### src/hw/rtl/cidr_first_match_acl_core_assert.svh
// assertion macros used by the acl core
`ifndef CIDR_FIRST_MATCH_ACL_CORE_ASSERT_SVH
`define CIDR_FIRST_MATCH_ACL_CORE_ASSERT_SVH

// condition must hold at every clock edge outside reset
`define ACL_ASSERT_ALWAYS(label, cond, msg) \
    label: assert property (@(posedge i_clk) disable iff (!i_rst_n) (cond)) \
        else $error(msg);

// consequent must hold in the cycle after the antecedent
`define ACL_ASSERT_NEXT(label, ante, cons, msg) \
    label: assert property (@(posedge i_clk) disable iff (!i_rst_n) (ante) |=> (cons)) \
        else $error(msg);

`endif

### src/hw/rtl/cfma_pkg.sv
`timescale 1ns / 1ps
// ------------------------------------------------------------------------
// cfma_pkg
// Types and constants of the first-match cidr access rule table.
// ------------------------------------------------------------------------
package cfma_pkg;

    // table size and derived widths
    localparam int MAX_RULES = 16;
    localparam int CNT_W     = $clog2(MAX_RULES + 1);
    localparam int IDX_W     = (MAX_RULES > 1) ? $clog2(MAX_RULES) : 1;

    // function codes
    localparam logic FUNC_APPEND = 1'b0;
    localparam logic FUNC_CHECK  = 1'b1;

    // verdict codes
    localparam logic [1:0] VERDICT_NONE   = 2'd0;
    localparam logic [1:0] VERDICT_ALLOW  = 2'd1;
    localparam logic [1:0] VERDICT_FORBID = 2'd2;

    // request payload
    typedef struct packed {
        logic        func;
        logic [31:0] address;
        logic [31:0] net_mask;
        logic        deny_flag;
    } t_acl_req;

    // response payload
    typedef struct packed {
        logic [1:0] verdict;
        logic       table_full;
    } t_acl_rsp;

    // token handed from cell to cell
    typedef struct packed {
        logic        valid;
        logic        func;
        logic [31:0] address;
        logic [31:0] net_mask;
        logic        deny_flag;
        logic        decided;
        logic [1:0]  verdict;
    } t_cell_tok;

endpackage

### src/hw/rtl/cfma_cell.sv
`timescale 1ns / 1ps
// ------------------------------------------------------------------------
// cfma_cell
// One rule slot: stores a rule on append, matches it on check, and passes
// the request token on to the next slot.
// ------------------------------------------------------------------------
module cfma_cell (
    input  logic                    i_clk,
    input  logic                    i_rst_n,
    input  logic                    i_advance,
    input  logic [cfma_pkg::IDX_W-1:0] i_index,
    input  logic [cfma_pkg::CNT_W-1:0] i_count,
    input  cfma_pkg::t_cell_tok     i_tok,
    output cfma_pkg::t_cell_tok     o_tok
);
    import cfma_pkg::*;

    logic [31:0] r_net;
    logic [31:0] r_mask;
    logic        r_deny;
    t_cell_tok   r_tok;
    t_cell_tok   n_tok;
    logic        slot_used;
    logic        slot_free;
    logic        hit;

    // slot position against the fill count
    assign slot_used = CNT_W'(i_index) < i_count;
    assign slot_free = CNT_W'(i_index) == i_count;
    assign hit       = (i_tok.address & r_mask) == r_net;

    // first matching rule decides
    always_comb begin
        n_tok = i_tok;
        if (i_tok.valid && (i_tok.func == FUNC_CHECK) && slot_used
                && !i_tok.decided && hit) begin
            n_tok.decided = 1'b1;
            n_tok.verdict = r_deny ? VERDICT_FORBID : VERDICT_ALLOW;
        end
    end

    // rule storage, written once at the first free slot
    always_ff @(posedge i_clk) begin
        if (i_advance && i_tok.valid && (i_tok.func == FUNC_APPEND) && slot_free) begin
            r_net  <= i_tok.address & i_tok.net_mask;
            r_mask <= i_tok.net_mask;
            r_deny <= i_tok.deny_flag;
        end
    end

    // token register toward the next slot
    always_ff @(posedge i_clk) begin
        if (!i_rst_n) begin
            r_tok <= '0;
        end else if (i_advance) begin
            r_tok <= n_tok;
        end
    end

    assign o_tok = r_tok;

endmodule

### src/hw/rtl/cidr_first_match_acl_core.sv
`timescale 1ns / 1ps
// ------------------------------------------------------------------------
// cidr_first_match_acl_core
// Ordered ipv4 cidr access rule table with first-match lookup.
// ------------------------------------------------------------------------
// usage
//   requests come in on i_in_valid / o_in_stall with payload i_in_req;
//   func append stores a rule in the next free slot, func check looks
//   an address up against the stored rules in insertion order.
//   one response per request leaves on o_out_valid / i_out_stall with
//   payload o_out_rsp (verdict, table_full).
//   a request walks a chain of MAX_RULES rule slots, one slot per cycle,
//   then lands in the output register. only one request is in the chain
//   at a time, so a new request is taken only once the previous one has
//   left the chain. the input opens again in the cycle the response
//   lands, even while that response is still waiting.
//   when the receiver stalls with a response held, a following request
//   parks in the last slot until the output register frees up.
//   reset empties the table (fill count zero) and drops any request in
//   flight; rule contents are not cleared.
// ------------------------------------------------------------------------
module cidr_first_match_acl_core (
    input  logic               i_clk,
    input  logic               i_rst_n,
    input  logic               i_in_valid,
    output logic               o_in_stall,
    input  cfma_pkg::t_acl_req i_in_req,
    output logic               o_out_valid,
    input  logic               i_out_stall,
    output cfma_pkg::t_acl_rsp o_out_rsp
);
    import cfma_pkg::*;

    t_cell_tok            chain_tok [MAX_RULES+1];
    t_cell_tok            head_tok;
    logic [MAX_RULES-1:0] cell_valid;
    logic                 busy;
    logic                 advance;
    logic                 in_take;
    logic                 tail_exit;
    t_cell_tok            tail_tok;
    logic [CNT_W-1:0]     r_count;
    logic                 r_out_valid;
    t_acl_rsp             r_out_rsp;

    // chain occupancy and flow control
    assign busy       = |cell_valid;
    assign o_in_stall = busy;
    assign in_take    = i_in_valid && !busy;
    assign tail_tok   = chain_tok[MAX_RULES];
    assign advance    = !(tail_tok.valid && r_out_valid && i_out_stall);
    assign tail_exit  = advance && tail_tok.valid;

    // request enters the first slot
    always_comb begin
        head_tok           = '0;
        head_tok.valid     = in_take;
        head_tok.func      = i_in_req.func;
        head_tok.address   = i_in_req.address;
        head_tok.net_mask  = i_in_req.net_mask;
        head_tok.deny_flag = i_in_req.deny_flag;
        head_tok.decided   = 1'b0;
        head_tok.verdict   = VERDICT_NONE;
    end

    assign chain_tok[0] = head_tok;

    // row of rule slots
    for (genvar g = 0; g < MAX_RULES; g++) begin : g_cell
        cfma_cell u_cell (
            .i_clk     (i_clk),
            .i_rst_n   (i_rst_n),
            .i_advance (advance),
            .i_index   (IDX_W'(g)),
            .i_count   (r_count),
            .i_tok     (chain_tok[g]),
            .o_tok     (chain_tok[g+1])
        );
        assign cell_valid[g] = chain_tok[g+1].valid;
    end

    // fill count, bumped when an accepted append leaves the chain
    always_ff @(posedge i_clk) begin
        if (!i_rst_n) begin
            r_count <= '0;
        end else if (tail_exit && (tail_tok.func == FUNC_APPEND)
                && (r_count < CNT_W'(MAX_RULES))) begin
            r_count <= r_count + 1'b1;
        end
    end

    // output register
    always_ff @(posedge i_clk) begin
        if (!i_rst_n) begin
            r_out_valid <= 1'b0;
        end else if (tail_exit) begin
            r_out_valid <= 1'b1;
        end else if (!i_out_stall) begin
            r_out_valid <= 1'b0;
        end
    end

    always_ff @(posedge i_clk) begin
        if (tail_exit) begin
            r_out_rsp.verdict    <= tail_tok.verdict;
            r_out_rsp.table_full <= (tail_tok.func == FUNC_APPEND)
                                    && (r_count == CNT_W'(MAX_RULES));
        end
    end

    assign o_out_valid = r_out_valid;
    assign o_out_rsp   = r_out_rsp;

    // checks
    `include "cidr_first_match_acl_core_assert.svh"

    `ACL_ASSERT_ALWAYS(a_single_token, $onehot0(cell_valid), "more than one request in the chain")
    `ACL_ASSERT_ALWAYS(a_count_range, r_count <= CNT_W'(MAX_RULES), "fill count beyond table size")
    `ACL_ASSERT_NEXT(a_enter_chain, in_take, chain_tok[1].valid, "taken request missing in slot 0")
    `ACL_ASSERT_NEXT(a_append_verdict, tail_exit && (tail_tok.func == FUNC_APPEND), o_out_valid && (o_out_rsp.verdict == VERDICT_NONE), "append gave a verdict")

endmodule

### config.mk
export PLATFORM = sky130hd
export DESIGN_NAME = cidr_first_match_acl_core
export DESIGN_NICKNAME = d
export VERILOG_FILES = /design/src/hw/rtl/cfma_pkg.sv /design/src/hw/rtl/cfma_cell.sv /design/src/hw/rtl/cidr_first_match_acl_core.sv
export VERILOG_INCLUDE_DIRS = /design/src /design/src/hw/rtl
export SDC_FILE = /design/constraint.sdc
export NUM_CORES = 2
export LEC_CHECK = 0
export BUFFER_PORTS_ARGS = -buffer_cell sky130_fd_sc_hd__buf_2
export CORE_MARGIN = 2
export CORE_UTILIZATION = 45
export CTS_CLUSTER_DIAMETER = 150
export DETAILED_ROUTE_END_ITERATION = 8
export MAX_ROUTING_LAYER = met4
export SYNTH_ARGS = -nofsm -noshare
export SYNTH_HDL_FRONTEND = slang
export SYNTH_HIERARCHICAL = 1
export SYNTH_SLANG_ARGS = --single-unit
### constraint.sdc
create_clock -name i_clk -period 11.9 [get_ports i_clk]
set_input_delay 1.785 -clock i_clk [delete_from_list [all_inputs] [get_ports i_clk]]
set_output_delay 1.785 -clock i_clk [all_outputs]
set_load 0.005 [all_outputs]
==> flow_summary.rst <==
.. list-table::
   :header-rows: 1

   * - Metric
     - Value
   * - WS Path Type
     - in -> reg
   * - Skew final
     - 0.02815 ns
   * - Reg2reg start
     - g_cell[15].u_cell/o_tok[69]
   * - Number of placed I/O pins
     - 75
   * - Post-synthesis cell count
     - 6628
   * - Post-Route WL
     - 172300 µm
   * - Final weighted congestion in routability-driven placement
     - 0.7854
   * - Fraction of layout cells with a size suffix above 1
     - 8.035%
   * - Number of iterations in the first detailed-routing pass
     - 5
   * - Clock Power Share
     - 45.5%
   * - Core Region
     - 0.1872 mm²
   * - GRT Overall Usage
     - 18.44%
   * - Worst-skew pair later-pin latency
     - 0.85 ns
   * - Crit end category
     - flop
   * - Required time at the endpoint of the critical path
     - 12.36 ns
   * - CTS buffer count
     - 214
   * - Effective utilization at floorplan
     - 45.12%
   * - Largest fanout of any net on the critical path
     - 62
   * - Number of filler instances in the final layout
     - 16.27k
   * - Run status
     - finished clean
   * - Maximum root-to-sink buffer count
     - 3
   * - Sw Ratio
     - 20.69%
   * - Achievable Freq
     - 0.2019 GHz
   * - Count of standard-cell rows
     - 159
   * - Count of nets after finishing
     - 6939
   * - Worst slew margin relative to its limit
     - 23.45%
   * - Setup crit start kind
     - input port
   * - Area used by sequential logic in the layout
     - 0.05254 mm²
   * - Antenna violations before repair
     - 4
   * - Transition time at the pin with the least slew margin
     - 1.148 ns
   * - LEAKAGE
     - 0.04034 µW
   * - Number of port buffers
     - 74
   * - Clock H-tree levels
     - 4
   * - Crit path from
     - i_out_stall
   * - DRT antenna net count
     - 0
   * - Worst-path clk slew
     - 0.06 ns
   * - Number of cells on the worst reg-to-reg path
     - 6
   * - Horizontal extent of the die
     - 437.2 µm
   * - Number of remaining DRC errors
     - 0
   * - First DRT Iteration DRCs
     - 2399
   * - Post-cts sizing count
     - 0
   * - Final std cells w/o fill
     - 9491
   * - Area of the die
     - 0.1912 mm²
   * - Total congestion overflow
     - 0
   * - Internal power contribution
     - 11460 µW
   * - TritonCTS clock tree
     - done
   * - Total of hold buffers inserted after clock tree synthesis
     - 0
   * - CTS root buffer
     - sky130_fd_sc_hd__clkbuf_16
   * - Number of vias per cell
     - 4.983
   * - Number of hold-slack violations in the final timing report
     - 0
   * - Final period utilization
     - 41.63%
   * - Data arrival at the endpoint of the critical path
     - 5.41 ns
   * - Portion of total power attributed to combinational logic
     - 1.7%
   * - Via count of the first global-routing pass
     - 45.89k
   * - Slew Viols, Final
     - 0
   * - Synthesized cell area
     - 0.08446 mm²
   * - Setup repair after global routing missed its margin
     - false
   * - Sequential share of power
     - 52.8%
   * - Post-DR wirelength/cell
     - 18.16 µm
   * - Minimum clock period
     - 4.954 ns
   * - Endpoints failing setup
     - 0
   * - Worst setup slack for register-to-register paths
     - 7.57 ns
   * - Worst min path class
     - reg -> reg
   * - Area of the multi-input gates
     - 0.03108 mm²
   * - First-pass GRT wire length
     - 270900 µm
   * - CTS sink cnt
     - 2103
   * - Chip Height
     - 437.2 µm
   * - Terminus of the critical flop-to-flop path
     - g_cell[7].u_cell/r_net[30]
   * - Count of cells along the worst hold path
     - 0
   * - Number of setup buffers added after CTS
     - 0
   * - Largest net degree at the start of global routing
     - 248
   * - Number of placed cells counting well taps
     - 9082
   * - Power spent charging and discharging nets
     - 2991 µW
   * - Worst vdd rail ir drop
     - 0.1146 mV
   * - TNS Setup
     - 0 ns
   * - Ys Warns
     - 6
   * - Via count
     - 47.29k
   * - Placed wire-length estimate after detailed placement
     - 117700 µm
   * - Pwr/cell area
     - 152.4 mW/mm²
   * - Hold wc startpoint
     - g_cell[14].u_cell/o_tok[20]
   * - Avg Synthesized Cell Area
     - 12.74 µm²
   * - Area growth from synthesis to layout
     - 12.28%
   * - Hold path endpoint
     - g_cell[15].u_cell/r_mask[16]
   * - Number of max-cap violations
     - 0
## metal layers
| layer | part of all wire [%] | up-vias | track usage, % |
|---|---|---|---|
| met5 | 0 | - | - |
| met4 | 2.4 | 0 | 5.128 |
| met3 | 3.4 | 255 | 3.024 |
| met2 | 47 | 525 | 29.44 |
| met1 | 47 | 22830 | 24.30 |
| li1 | - | 23680 | - |
## power by group through the flow
stage	logic (µW)	registers, µW	clock network, µW
final	242	7630	6580
after detailed placement	242	7790	0
after floorplan	171	7760	0
after global placement	237	7790	0
after CTS	243	7630	6760
after global routing	270	7630	7050
## critical path, cell delays in order
cell	delay (ns)
sky130_fd_sc_hd__buf_2	0.13
sky130_fd_sc_hd__nand3_4	0.40
sky130_fd_sc_hd__buf_4	0.72
sky130_fd_sc_hd__buf_4	0.93
sky130_fd_sc_hd__nand4b_1	0.26
sky130_fd_sc_hd__nor2_4	0.39
sky130_fd_sc_hd__buf_4	0.61
## area by class of cell
type                    instances  area share (%)
diodes                          2        0.005278
flip-flops and latches       2103           55.40
inverters                      87          0.3444
multi-input cells            4274           32.77
clock buffers                 317           6.577
clock inverters                90          0.7745
repair buffers                123          0.8286
well taps                    2495           3.292
## state kept, by name, summed over array words and instances, names as in the netlist
| signal | count |
|---|---|
| g_cell.u_cell/o_tok | 1054 |
| g_cell.u_cell/r_mask | 512 |
| g_cell.u_cell/r_net | 512 |
| g_cell.u_cell/r_deny | 16 |
| r_count | 5 |
| o_out_rsp | 3 |
| o_out_valid | 1 |
## layout by cell type, fill, tap and decap left out, drive strengths merged, types with 16 or more instances in the layout
master	instances
nor4	50
nor2b	1009
xor2	156
and2	512
a21oi	128
nand3	16
o21ai	71
o31ai	26
ha	66
xnor2	203
clkbuf	317
dfxtp	1060
or3	38
buf	123
conb	68
edfxtp	1043
nand2	406
nor3	19
or4	41
a31oi	40
and3	122
nand4	36
inv	100
o211ai	16
mux2i	1011
nand4b	43
nor2	29
o22ai	48
clkinv	70
## through the flow
step / total power [µW] / setup slack, ns / hold WS (ns) / area (µm²) / utilization (%)
2_1_floorplan: 7934 / 2.290 / 0.4029 / 84710 / -
3_3_place_gp: 8027 / 6.118 / 0.4314 / 87860 / 46.93
3_5_place_dp: 8034 / 6.100 / 0.4351 / 87860 / 46.93
4_1_cts: 14630 / 7.003 / 0.4528 / 94830 / 50.65
5_1_grt: 14950 / 6.771 / 0.4659 / 94830 / 50.66
6_report: 14460 / 6.946 / 0.4493 / 94830 / 50.66
## worst max path at each step
stage | endpoint | cells past startpoint
after floorplan | g_cell[10].u_cell/r_deny | 4
after global placement | g_cell[7].u_cell/r_mask[31] | 7
after detailed placement | g_cell[7].u_cell/r_mask[31] | 7
after CTS | g_cell[7].u_cell/r_net[30] | 7
after global routing | g_cell[7].u_cell/r_net[31] | 7
final | g_cell[7].u_cell/r_net[30] | 7
(Power assumes the default switching activity.)
